<file path="src/rtl/adcma_pkg.sv">
// Package for the converter moving-average block: field widths, bit positions,
// item kinds and the ring write request type.
// No dependencies.
`default_nettype none

package adcma_pkg;

  // Raw converter word layout
  localparam int unsigned WORD_W     = 32;
  localparam int unsigned SAMPLE_W   = 12;
  localparam int unsigned SAMPLE_LSB = 4;
  localparam int unsigned DONE_BIT   = 31;

  // Output item padded to whole bytes
  localparam int unsigned AVG_TDATA_W = 16;

  // Item kinds carried in tuser
  typedef enum logic {
    OP_RESULT  = 1'b0,
    OP_REQUEST = 1'b1
  } adcma_op_e;

  // Write request into the sample ring
  typedef struct packed {
    logic                en;
    logic [SAMPLE_W-1:0] sample;
  } adcma_ring_wr_t;

endpackage : adcma_pkg

`default_nettype wire

</file>
<file path="src/rtl/adcma_ring.sv">
// Sample ring: WINDOW-deep store with write pointer, per-entry valid bits and
// a registered read of the oldest entry. Depends on adcma_pkg.
`default_nettype none

module adcma_ring
  import adcma_pkg::*;
#(
  parameter int unsigned WINDOW = 16
) (
  input  wire logic                clk_i,
  input  wire logic                rst_ni,
  input  wire adcma_ring_wr_t      wr_i,
  output logic      [SAMPLE_W-1:0] oldest_o
);

  localparam int unsigned PTR_W = (WINDOW > 1) ? $clog2(WINDOW) : 1;

  logic [SAMPLE_W-1:0] mem [WINDOW];
  logic [WINDOW-1:0]   valid_q;
  logic [PTR_W-1:0]    wp_q, wp_d;
  logic [SAMPLE_W-1:0] rd_data_q;
  logic [SAMPLE_W-1:0] byp_data_q;
  logic                byp_q;
  logic                rd_valid_q;

  // Advance the write pointer, wrapping at the window size
  always_comb begin
    wp_d = wp_q;
    if (wr_i.en) begin
      if (wp_q == PTR_W'(WINDOW - 1)) begin
        wp_d = '0;
      end else begin
        wp_d = wp_q + PTR_W'(1);
      end
    end
  end

  // Pointer, valid bits and read select
  always_ff @(posedge clk_i or negedge rst_ni) begin
    if (!rst_ni) begin
      wp_q       <= '0;
      valid_q    <= '0;
      byp_q      <= 1'b0;
      rd_valid_q <= 1'b0;
    end else begin
      wp_q <= wp_d;
      if (wr_i.en) begin
        valid_q[wp_q] <= 1'b1;
      end
      byp_q      <= wr_i.en && (wp_d == wp_q);
      rd_valid_q <= valid_q[wp_d];
    end
  end

  // Write the new sample, prefetch the entry at the next pointer
  always_ff @(posedge clk_i) begin
    if (wr_i.en) begin
      mem[wp_q] <= wr_i.sample;
    end
    rd_data_q  <= mem[wp_d];
    byp_data_q <= wr_i.sample;
  end

  // Unwritten entries read as zero; a one-deep ring sees its own write
  assign oldest_o = byp_q      ? byp_data_q :
                    rd_valid_q ? rd_data_q  : '0;

endmodule : adcma_ring

`default_nettype wire

</file>
<file path="src/rtl/adcma_div.sv">
// Divide the window sum by WINDOW through a constant reciprocal multiply,
// exact for every sum below 2**SUM_W. Depends on adcma_pkg.
`default_nettype none

module adcma_div
  import adcma_pkg::*;
#(
  parameter int unsigned WINDOW = 16,
  parameter int unsigned SUM_W  = 16
) (
  input  wire logic [SUM_W-1:0]    sum_i,
  output logic      [SAMPLE_W-1:0] average_o
);

  localparam int unsigned SHIFT_L = (WINDOW > 1) ? $clog2(WINDOW) : 0;
  localparam int unsigned K       = SUM_W + SHIFT_L;
  localparam longint unsigned RECIP =
    ((64'd1 << K) + longint'(WINDOW) - 64'd1) / longint'(WINDOW);
  localparam int unsigned RECIP_W = SUM_W + 1;
  localparam int unsigned PROD_W  = 2 * SUM_W + 1;

  logic [RECIP_W-1:0] recip;
  logic [PROD_W-1:0]  prod;

  // Multiply by the rounded-up reciprocal and drop the fraction
  assign recip     = RECIP_W'(RECIP);
  assign prod      = PROD_W'(sum_i) * PROD_W'(recip);
  assign average_o = prod[K +: SAMPLE_W];

endmodule : adcma_div

`default_nettype wire

</file>
<file path="src/rtl/adc_moving_average.sv">
// Top level of the converter moving-average block: input register, sum update,
// divide stage and output register. Depends on adcma_pkg, adcma_ring, adcma_div.
`default_nettype none

//  channel   dir  signals                          contents
//  s_axis    in   tvalid tready tdata[31:0] tuser  result_word; tuser = op
//  m_axis    out  tvalid tready tdata[15:0]        average in bits 11:0, rest zero
//
//  One item is accepted per cycle when the output side keeps up.
//  A request-served sample reaches m_axis after it is accepted through the
//  input register, the sum update into the divide register and the reciprocal
//  multiply into the output register.
//  Reset clears the ring through its valid bits at once; no clearing pass.
//  A stall on m_axis backs up through the divide and input registers; only
//  items that give a result wait for room downstream.

module adc_moving_average
  import adcma_pkg::*;
#(
  parameter int unsigned WINDOW = 16
) (
  input  wire logic                   clk_i,
  input  wire logic                   rst_ni,
  input  wire logic                   s_axis_tvalid,
  output logic                        s_axis_tready,
  input  wire logic [WORD_W-1:0]      s_axis_tdata,  // [31:0] result_word
  input  wire logic                   s_axis_tuser,  // [0] op
  output logic                        m_axis_tvalid,
  input  wire logic                   m_axis_tready,
  output logic      [AVG_TDATA_W-1:0] m_axis_tdata   // [11:0] average, [15:12] zero
);

  localparam int unsigned SUM_W   = $clog2(WINDOW * 4095 + 1);
  localparam int unsigned SUM_MAX = WINDOW * 4095;

  // Input register
  logic                i_valid_q;
  adcma_op_e           i_op_q;
  logic                i_done_q;
  logic [SAMPLE_W-1:0] i_sample_q;

  // State
  logic [SUM_W-1:0]    sum_q, sum_d;
  logic                pend_q, pend_d;

  // Divide and output registers
  logic                d_valid_q;
  logic [SUM_W-1:0]    d_sum_q;
  logic                o_valid_q;
  logic [SAMPLE_W-1:0] o_avg_q;

  logic                i_take;
  logic                i_emit;
  logic                i_adv;
  logic                d_ready;
  logic                o_ready;
  logic [SAMPLE_W-1:0] oldest;
  logic [SAMPLE_W-1:0] quotient;
  adcma_ring_wr_t      ring_wr;

  // Handshake chain
  assign o_ready       = !o_valid_q || m_axis_tready;
  assign d_ready       = !d_valid_q || o_ready;
  assign i_take        = i_valid_q && (i_op_q == OP_RESULT) && i_done_q;
  assign i_emit        = i_take && pend_q;
  assign i_adv         = i_valid_q && (!i_emit || d_ready);
  assign s_axis_tready = !i_valid_q || i_adv;

  // Capture the incoming item
  always_ff @(posedge clk_i or negedge rst_ni) begin
    if (!rst_ni) begin
      i_valid_q <= 1'b0;
    end else if (s_axis_tready) begin
      i_valid_q <= s_axis_tvalid;
    end
  end

  always_ff @(posedge clk_i) begin
    if (s_axis_tready && s_axis_tvalid) begin
      i_op_q     <= adcma_op_e'(s_axis_tuser);
      i_done_q   <= s_axis_tdata[DONE_BIT];
      i_sample_q <= s_axis_tdata[SAMPLE_LSB +: SAMPLE_W];
    end
  end

  // Ring of past samples
  assign ring_wr.en     = i_adv && i_take;
  assign ring_wr.sample = i_sample_q;

  adcma_ring #(
    .WINDOW (WINDOW)
  ) u_ring (
    .clk_i    (clk_i),
    .rst_ni   (rst_ni),
    .wr_i     (ring_wr),
    .oldest_o (oldest)
  );

  // Update running sum and request flag
  always_comb begin
    sum_d  = sum_q;
    pend_d = pend_q;
    if (i_adv) begin
      if (i_op_q == OP_REQUEST) begin
        pend_d = 1'b1;
      end else if (i_done_q) begin
        sum_d  = sum_q - SUM_W'(oldest) + SUM_W'(i_sample_q);
        pend_d = 1'b0;
      end
    end
  end

  always_ff @(posedge clk_i or negedge rst_ni) begin
    if (!rst_ni) begin
      sum_q  <= '0;
      pend_q <= 1'b0;
    end else begin
      sum_q  <= sum_d;
      pend_q <= pend_d;
    end
  end

  // Divide stage register
  always_ff @(posedge clk_i or negedge rst_ni) begin
    if (!rst_ni) begin
      d_valid_q <= 1'b0;
    end else if (i_adv && i_emit) begin
      d_valid_q <= 1'b1;
    end else if (o_ready) begin
      d_valid_q <= 1'b0;
    end
  end

  always_ff @(posedge clk_i) begin
    if (i_adv && i_emit) begin
      d_sum_q <= sum_d;
    end
  end

  adcma_div #(
    .WINDOW (WINDOW),
    .SUM_W  (SUM_W)
  ) u_div (
    .sum_i     (d_sum_q),
    .average_o (quotient)
  );

  // Output register
  always_ff @(posedge clk_i or negedge rst_ni) begin
    if (!rst_ni) begin
      o_valid_q <= 1'b0;
    end else if (d_valid_q && o_ready) begin
      o_valid_q <= 1'b1;
    end else if (m_axis_tready) begin
      o_valid_q <= 1'b0;
    end
  end

  always_ff @(posedge clk_i) begin
    if (d_valid_q && o_ready) begin
      o_avg_q <= quotient;
    end
  end

  assign m_axis_tvalid = o_valid_q;
  assign m_axis_tdata  = AVG_TDATA_W'(o_avg_q);

  // A served request always lands in the divide stage and clears the flag
  a_emit_lands : assert property (@(posedge clk_i) disable iff (!rst_ni)
    (i_adv && i_emit) |=> (d_valid_q && !pend_q))
    else $error("served request did not reach the divide stage");

  // The running sum never exceeds a full window of maximum samples
  a_sum_bound : assert property (@(posedge clk_i) disable iff (!rst_ni)
    sum_q <= SUM_W'(SUM_MAX))
    else $error("window sum out of range");

  // A blocked divide stage keeps its sum
  a_div_hold : assert property (@(posedge clk_i) disable iff (!rst_ni)
    (d_valid_q && !o_ready) |=> (d_valid_q && $stable(d_sum_q)))
    else $error("divide stage lost its item under stall");

  // An item with nothing to emit never waits in the input register
  a_no_needless_stall : assert property (@(posedge clk_i) disable iff (!rst_ni)
    (i_valid_q && !i_emit) |-> s_axis_tready)
    else $error("input stalled without a result to deliver");

endmodule : adc_moving_average

`default_nettype wire
</file>
<file path="config.mk">
export PLATFORM = sky130hd
export DESIGN_NAME = adc_moving_average
export DESIGN_NICKNAME = d
export VERILOG_FILES = /design/src/rtl/adcma_pkg.sv /design/src/rtl/adcma_ring.sv /design/src/rtl/adcma_div.sv /design/src/rtl/adc_moving_average.sv
export SDC_FILE = /design/constraint.sdc
export NUM_CORES = 1
export LEC_CHECK = 0
export BUFFER_PORTS_ARGS = -buffer_cell sky130_fd_sc_hd__buf_2
export CORE_ASPECT_RATIO = 1.2
export CORE_MARGIN = 2
export CORE_UTILIZATION = 60
export DETAILED_ROUTE_END_ITERATION = 10
export GPL_ROUTABILITY_DRIVEN = 0
export PLACE_DENSITY_LB_ADDON = 0.05
export SLEW_MARGIN = 20
export SYNTH_ARGS = -nofsm -noshare
export SYNTH_HDL_FRONTEND = slang
export SYNTH_SLANG_ARGS = --single-unit
</file>
<file path="constraint.sdc">
create_clock -name clk_i -period 4.15 [get_ports clk_i]
set_input_delay 0.6225 -clock clk_i [delete_from_list [all_inputs] [get_ports clk_i]]
set_output_delay 0.6225 -clock clk_i [all_outputs]
set_load 0.01 [all_outputs]
</file>
# ---- Yosys cells after proc, flatten, opt, wreduce, memory -nomap -nowiden
# Memory sizes are Yosys's and may differ from the RTL's. A register that Yosys moved wholly into a read port is not among the register bits.
# Cells that the tools add are included.
dict set report classes {
  n_addsub 3
  n_lt_le_gt_ge 3
  eq_ne 2
  muxes 19
  n_bitwise 2
  reduce_logical 22
}
# cell n
set op_table {}
lappend op_table {{$mux 16} 3}
lappend op_table {{$mux 12} 2}
lappend op_table {{$add 16x12->16} 1}
lappend op_table {{$or 16x16->16} 1}
lappend op_table {{$sub 16x12->16} 1}
lappend op_table {{$logic_and 1x1->1} 10}
lappend op_table {{$lt 4x5->1 const B} 2}
lappend op_table {{$mux 1} 10}
lappend op_table {{$mux 4} 2}
lappend op_table {{$reduce_bool 2->1} 3}
lappend op_table {{$add 4x1->4 const B} 1}
lappend op_table {{$bmux 1 s4} 1}
lappend op_table {{$demux 1 s4} 1}
lappend op_table {{$eq 4x4->1} 1}
lappend op_table {{$eq 4x4->1 const B} 1}
lappend op_table {{$ge 4x1->1 const B} 1}
lappend op_table {{$logic_not 1->1} 4}
lappend op_table {{$logic_or 1x1->1} 4}
lappend op_table {{$reduce_and 2->1} 1}
lappend op_table {{$not 1->1} 1}
dict set report word_totals {
  ff_bits 96
  ram_bits 192
  input_bits 37
  out_inout_bits 18
  word_cells 67
  memories 1
}
# memory depth width read_ports rd_ports_with_merged_regs wr line
set memory_table {}
lappend memory_table {u_ring.mem 16 12 1 1 1 adcma_ring.sv:18} ;# logic [SAMPLE_W-1:0] mem [WINDOW];

# ---- Logic depth before layout (Yosys ltp)
# Gate-level depths: netlist (run 1).
dict set report depth {
  word_depth 11
  ltp_mapped 13
  depth_no_buf 13
}

# ---- By module
# Synthesis (run 1) repeated with hierarchy kept, for this count alone.
dict set report hier_totals {
  cells_unflattened 1027
  hier_area_um2 13519.2
}
# module n_inst cells_per_inst area_per_inst_um2 seq_area_each_um2
set modules_own_cells {}
lappend modules_own_cells {adcma_ring 1 732 10124.7 6796.5}
lappend modules_own_cells {adc_moving_average 1 283 3304.4 1761.7}
lappend modules_own_cells {adcma_div 1 12 90.1 0.0}

# ---- Least setup slack after synthesis (run 1)
# OpenSTA, ideal clock, no wires.
dict set report synth_path {
  path_type {reg2reg}
  from {register u_ring.byp_q}
  to {register d_sum_q[12] (data pin)}
  setup_ns 0.263
  t_arrival_ns 3.192
  t_required_ns 3.887
  path_slack_ns 0.695
  stages_incl_launch_ff 13
  path_buffers 1
  period_less_slack_ns 3.455
  cell_sequence {dfrtp_1 > nor2b_1 > clkbuf_1 > a22oi_1 > fa_1 > fa_1 > a211o_1 > a211oi_1 > o31ai_1 > nor2_1 > o21bai_1 > xor2_1 > mux2_2}
}
dict set report synth_via {
  elab_chain_len 6
}
# item line
set synth_rtl {}
lappend synth_rtl {{start, declared} adcma_ring.sv:23} ;# logic byp_q;
lappend synth_rtl {{start signal, assigned} adcma_ring.sv:50} ;# byp_q <= wr_i.en && (wp_d == wp_q);
lappend synth_rtl {{$mux 12} adcma_ring.sv:65} ;# assign oldest_o = byp_q ? byp_data_q :
lappend synth_rtl {{$sub 16x12->16} adc_moving_average.sv:107} ;# sum_d = sum_q - SUM_W'(oldest) + SUM_W'(i_sample_q);
lappend synth_rtl {{$add 16x12->16} adc_moving_average.sv:107}
lappend synth_rtl {{$mux 16} adc_moving_average.sv:106} ;# end else if (i_done_q) begin
lappend synth_rtl {{$mux 16} adc_moving_average.sv:104} ;# if (i_op_q == OP_REQUEST) begin
lappend synth_rtl {{$mux 16} adc_moving_average.sv:103} ;# if (i_adv) begin
lappend synth_rtl {{named net sum_d[12]} adc_moving_average.sv:43} ;# logic [SUM_W-1:0] sum_q, sum_d;
lappend synth_rtl {{end signal, assigned} adc_moving_average.sv:136} ;# d_sum_q <= sum_d;
lappend synth_rtl {{end, declared} adc_moving_average.sv:48} ;# logic [SUM_W-1:0] d_sum_q;
# The timed path passes the listed nets, and every way through them passes these cells.
# A chain may end at the register's enable or synchronous reset.

# ---- Final worst setup path (run 1)
# Ends and elaborated chain as after synthesis.

==> flow_summary.ini, run 1 <==
[final_layout]
stdcell_count = 1248
nNetsFinal = 1031
drive_gt1_share_pct = 16.1
final_area_um2 = 13700
antenna_cells = 0
syn_to_final_growth_pct = 11.4

[cts]
cts-resized-gates = 0
cts_buffer_depth = 3
htree_levels = 1
cts_buffers = 28
clock_latency_ps = 540
cts_tree = yes
cts_sinks = 296
path_clk_slew_ps = 70
clockRootBuffer = clkbuf_16
post_cts_buffers = 0
holdBufCountCts = 0

[logic_synthesis]
synth_area_um2 = 12300
synth_flop_cell = edfxtp_1
synth-simple-area-share_pct = 13.0
synthAdderAreaFrac_pct = 4.00
synth_compound_area_share_pct = 7.18
synth_top_area_share_pct = 56.3
ys_ff_latch = 296
yosys_warnings = 0
synth_area_leaders = edfxtp_1 56%, dfrtp_1 8.6%, nand2_1 5.8%, dfxtp_1 3.9%, mux2i_1 2.2%
synthDistinctLibCells = 58
synth_edf_count = 230
async_flop_share_pct = 14.2
synthMuxAreaShare_pct = 2.76
avgSynthCellArea_um2 = 13.5
synth_top_family_by_area = simple AND/OR/NAND/NOR gates
yosysSeqAreaShare_pct = 68.8
synth_cells = 910
synth.largest_area_cell = edfxtp_1
synth_xor_xnor_area_share_pct = 0.990

[run]
drv_cap = 0

[place]
port_buffers = 31
dpl.hpwl_mm = 17.5
placed_cells = 1197
post-place-ws_ps = 180
dpl_cell_area_um2 = 12700

[timing]
min_period_ps = 3820
max_slew_margin_pct = 45.8
rsz0062_at_grt = no
hold_viol = 0
setup_violations = 0
slew_viol_final = 0
tightest_slew_ps = 814
max_freq_ghz = 0.262
fin_setup_tns_ps = 0
finalClockSkew_ps = 12.6
whs_ps = 85.2
post-route-period-util_pct = 91.9
layout_setup_ws_ps = 334

[power_and_ir_drop]
peakVddDrop_v = 0.000692
power_density_nw_per_um2 = 688
seqPwrFrac_pct = 39.8
power.internal_mw = 6.23
swShare_pct = 33.7
p_comb_share_pct = 32.8
power.switching_mw = 3.17
p_clk_share_pct = 27.4
leakagePower_nw = 5.22

[global_routing]
grt_pass1_vias = 7599
grt_use_total_pct = 25.6
grt_start_max_net_pins = 90
grt_overflow_total = 0
grt_pass1_wl_mm = 41.9
antenna_found_initial = 0

[die]
core_region_area_um2 = 20100
boundaryPins = 55
core.rowCount = 57
start_util_pct = 60.9
dieArea_um2 = 21600
chipHeight_um = 161
die_w_um = 134

[drt]
wl_per_cell_um = 21.4
dr.pass1.iters = 5
post-route-drc-count = 0
ant_nets = 0
via_count = 7472
wirelength_mm = 26.7
viasPerCell = 5.99
first_iter_violations = 661

[worst_setup_path]
critPathKind = reg -> reg
cp-start-kind = flip-flop
critPathCapture = d_sum_q[12]$_DFFE_PP_
r2r-end = d_sum_q[12]$_DFFE_PP_
r2r_slack_ps = 330
rr_startpoint = u_ring.byp_q$_DFF_PN0_
cp.arrival_ps = 4110
r2r_cells = 11
cp-startpoint = u_ring.byp_q$_DFF_PN0_
cp-end-kind = flip-flop
crit_path_max_fanout = 11
critPathRequiredTime_ps = 4440

[outcome]
outcome = finished, final reports clean

[hold_path]
hp-class = in -> async
[how the worst min path moves through the flow]
stage / from / endpoint / cells past startpoint
after floorplan: rst_ni / async pin / 0
after global placement: d_sum_q[11]$_DFFE_PP_ / o_avg_q[7]$_DFFE_PP_ / 0
after detailed placement: d_sum_q[9]$_DFFE_PP_ / o_avg_q[5]$_DFFE_PP_ / 0
after CTS: s_axis_tdata[9] / i_sample_q[5]$_DFFE_PP_ / 1
after global routing: rst_ni / async pin / 1
final: rst_ni / async pin / 1
[cell usage in the layout, fill, tap and decap left out, types with 4 or more instances in the layout]
cell       count
and3_1        21
buf_4         35
a21o_1         6
o32ai_1        5
clkbuf_16     30
a221o_1        5
nor2_1        25
a21oi_1       38
nor3_2         4
buf_2         30
nand2b_1       5
mux2_2         6
a31oi_1       14
or2_2         17
edfxtp_1     230
fa_1          12
xor2_1         6
and2_1         4
mux2i_1       27
xnor2_1        6
clkinv_2       8
a22o_1         8
dfrtp_1       42
conb_1         5
ha_1          20
inv_1         11
nor4_2         7
a211oi_1       4
o21bai_1       4
o21ai_0       22
a22oi_1       11
dfxtp_1       24
nand2_1      190
nand3_1       53
[state kept, by name, indices dropped and copies added, names as in the netlist, 4 cells and up, named ones only]
signal             cells
u_ring.byp_data_q     12
o_avg_q               12
d_sum_q               12
i_sample_q            12
u_ring.wp_q            4
sum_q                 12
u_ring.rd_data_q      12
u_ring.mem           192
u_ring.valid_q        16
[power by group through the flow]
stage	sequential, mW	combinational, mW	clock [mW]
2_1_floorplan	3.70	2.46	0
3_3_place_gp	3.78	2.90	0
3_5_place_dp	3.79	3.03	0
4_1_cts	3.74	3.05	2.60
5_1_grt	3.78	3.40	2.71
6_report	3.74	3.09	2.57
[cell type report]
type / count / area, um2
Multi-Input combinational cell: 556 / 3460
Tap cell: 265 / 332
Inverter: 15 / 68.8
Timing Repair Buffer: 65 / 413
Sequential cell: 296 / 8440
Clock inverter: 17 / 163
Fill cell: 1460 / 6460
Clock buffer: 34 / 776
[synthesized netlist by cell type, drive strengths merged (14+ instances only)]
cell type / count
o21ai: 22
a31oi: 14
nand3: 53
a21oi: 39
buf: 38
dfxtp: 24
mux2i: 27
dfrtp: 42
nand2: 193
edfxtp: 230
inv: 15
or2: 17
nor2: 26
and3: 21
ha: 20
[stage by stage]
stage / total power, mW / utilization (%)
after floorplan: 6.15 / -
after detailed placement: 6.83 / 63.2
final: 9.40 / 67.9
after CTS: 9.39 / 67.9
after global routing: 9.89 / 67.9
after global placement: 6.69 / 63.2
[critical path: stages (launching register included)]
cell and delay (ps):
dfrtp_1 380, nor2b_2 360, a22oi_1 160, fa_1 520, fa_1 500, a211o_1 350, a211oi_1 390, o31ai_1 220
nor2_1 150, o21bai_1 110, xor2_1 140, mux2_2 280
[metal layers]
metal  wire length (um)  up-vias  GRT usage (%)
met3               1780       44           3.66
met1              10700     3762           34.3
met2              13500      275           43.4
met4                670        0           8.33
li1                   -     3391              -
met5                  0        -              0
[cell families after synthesis]
| family | Yosys count |
|---|---|
| AO/OA/AOI/OAI | 131 |
| flip-flops | 296 |
| adder cells (fa/ha/maj) | 32 |
| XOR/XNOR | 13 |
| multiplexers | 33 |
| buffers and inverters | 62 |
| other | 1 |
| AND/OR/NAND/NOR | 342 |
Note: power is estimated with default switching activity, not from simulation.
==> inputs of run 2 (changes only) <==
--- a/config.mk
+++ b/config.mk
@@ -8,7 +8,7 @@
 export BUFFER_PORTS_ARGS = -buffer_cell sky130_fd_sc_hd__buf_2
 export CORE_ASPECT_RATIO = 1.2
 export CORE_MARGIN = 2
-export CORE_UTILIZATION = 60
+export CORE_UTILIZATION = 55
 export DETAILED_ROUTE_END_ITERATION = 10
 export GPL_ROUTABILITY_DRIVEN = 0
 export PLACE_DENSITY_LB_ADDON = 0.05
==> constraint.sdc (replaced) <==
create_clock -name clk_i -period 3.4 [get_ports clk_i]
set_input_delay 0.17 -clock clk_i [delete_from_list [all_inputs] [get_ports clk_i]]
set_output_delay 0.17 -clock clk_i [all_outputs]
set_load 0.01 [all_outputs]
==> run 2 against run 1 <==
Against the previous run: utilization is 2.6 points lower; critical path type unchanged; largest power group unchanged; cell count is 4.1% higher; total power is 28% higher; largest cell class unchanged; sequential power is 22% higher; combinational power is 28% higher; register-to-register slack worse by 240 ps; sequential share of layout area is 2.5 points lower; highest routed layer unchanged; count of clock-buffer cells in the layout is 2 higher; final area is 4.1% higher; clock skew is 15 ps higher.
==> flow_summary.ini, run 2 (synthesis gave the netlist of run 1 again) <==
[die]
core_region_area_um2 = 21800
start_util_pct = 56.3
die_w_um = 140
chipHeight_um = 168
dieArea_um2 = 23500
core.rowCount = 59
boundaryPins = 55

[global_routing]
grt_pass1_vias = 7643
grtUsageMet3_pct = 3.09
top_usage_layer = met2
antenna_found_initial = 0
grt_overflow_total = 0
grt_pass1_wl_mm = 42.4
met1_usage_pct = 30.7
grt_use_total_pct = 23.7
grt_start_max_net_pins = 90
grt_util_met2_pct = 42.1

[timing]
finalClockSkew_ps = 27.9
slew_viol_final = 0
tightest_slew_ps = 593
layout_setup_ws_ps = 95.3
setup_violations = 0
hold_viol = 0
fin_setup_tns_ps = 0
max_freq_ghz = 0.303
max_slew_margin_pct = 60.5
whs_ps = 170
min_period_ps = 3300
post-route-period-util_pct = 97.2

[worst_setup_path]
max_stage_delay_ps = 440
critPathRequiredTime_ps = 3670
crit_family = compound AO/OA/AOI/OAI gates
critPathSlowestCell = fa_1
critPathBufInv = 2
path_common_cell = o21ai_0
critPathKind = reg -> reg
cp-end-kind = flip-flop
crit_path_max_fanout = 5
cp.arrival_ps = 3580
crit_chain = buf_6 > buf_12 > a22oi_2 > fa_1 > ha_1 > o211a_1 > o21a_1 > o221ai_1 > o21ai_0 > a31oi_1 > xor2_1 > o21ai_0
cp-start-kind = flip-flop

[drt]
dr.pass1.iters = 5
viasPerCell = 5.77
wirelength_mm = 27.7
via_count = 7489
post-route-drc-count = 0
wl_per_cell_um = 21.3
first_iter_violations = 536
ant_nets = 0

[cts]
cts_tree = yes
clock_latency_ps = 560
htree_levels = 1
clockRootBuffer = clkbuf_16
cts_buffers = 29
cts_buffer_depth = 3
path_clk_slew_ps = 70
cts_sinks = 296

[final_layout]
nFillCells = 1574
nNetsFinal = 1071
drive_gt1_share_pct = 19.3
final_cell_mix = 230 x edfxtp_1, 190 x nand2_1, 55 x buf_4
stdcell_count = 1299
antenna_cells = 0
syn_to_final_growth_pct = 16.0
multi_input_area_um2 = 3540
fin_util_pct = 65.3
top_regs = u_ring.mem: 192 flops, u_ring.valid_q: 16 flops
final_area_um2 = 14200
final_common_cell = edfxtp_1
largest_register = u_ring.mem
regArea_um2 = 8440
largest_reg_flops = 192

[power_and_ir_drop]
peakVddDrop_v = 0.000599
power_mw = 12.0
power_density_nw_per_um2 = 846
leakagePower_nw = 5.47

[place]
dpl_cell_area_um2 = 12900
dpl.hpwl_mm = 18.0
post-place-ws_ps = -114
placed_cells = 1225
port_buffers = 31

[hold_path]
hp-class = in -> async

[run]
drv_cap = 0

[outcome]
outcome = finished, final reports clean
-- run 2: power breakdown --
| part | switching (mW) | leakage (nW) | internal [mW] |
|---|---|---|---|
| Clock | 1.35 | 0.511 | 2.13 |
| Sequential | 0.277 | 2.81 | 4.29 |
| Combinational | 2.31 | 2.15 | 1.66 |
-- run 2: final timing paths --
| kind | startpoint | end | slack, ps | depth (start not counted) |
|---|---|---|---|---|
| max reg2reg | u_ring.byp_q$_DFF_PN0_ | d_sum_q[13]$_DFFE_PP_ | 100 | 12 |
| min in group clk_i | s_axis_tdata[8] | i_sample_q[4]$_DFFE_PP_ | 330 | 2 |
| min reg2reg | d_sum_q[7]$_DFFE_PP_ | o_avg_q[3]$_DFFE_PP_ | 420 | 0 |
| min | rst_ni | u_ring.valid_q[2]$_DFFE_PN0P_ | 170 | 2 |
| max | u_ring.byp_q$_DFF_PN0_ | d_sum_q[13]$_DFFE_PP_ | 100 | 12 |
| max in group asynchronous | rst_ni | u_ring.wp_q[0]$_DFF_PN0_ | 2820 | 2 |
-- run 2: worst reg2reg max path, cell delays in order (launching register included) --
cell and delay, ps:
dfrtp_1 420, buf_6 150, buf_12 120, a22oi_2 170, fa_1 440, ha_1 330, o211a_1 260, o21a_1 210
o221ai_1 310, o21ai_0 180, a31oi_1 190, xor2_1 150, o21ai_0 110
-- run 2: what timing repair did --
action                                 4_1_cts  5_1_grt
pin swaps                                    0       10
setup buffers                                0        3
gates resized for setup                      2       14
endpoints found under the hold margin       59        0
setup endpoints to repair                    3        9
hold buffers                                17        0
-- run 2: cell type report --
| type | instances | area share, % |
|---|---|---|
| tap | 274 | 2.41 |
| clock buffer | 36 | 5.64 |
| sequential | 296 | 59.4 |
| inverter | 15 | 0.484 |
| clock inverter | 18 | 1.83 |
| timing repair buffer | 104 | 5.38 |
| multi-input combinational | 556 | 24.9 |
-- run 2: metal layers --
metal / share of wire, % / wire length (um)
met4: 2.5 / 700
met1: 41 / 11400
met2: 51 / 14200
met5: 0 / 0
met3: 5.0 / 1380
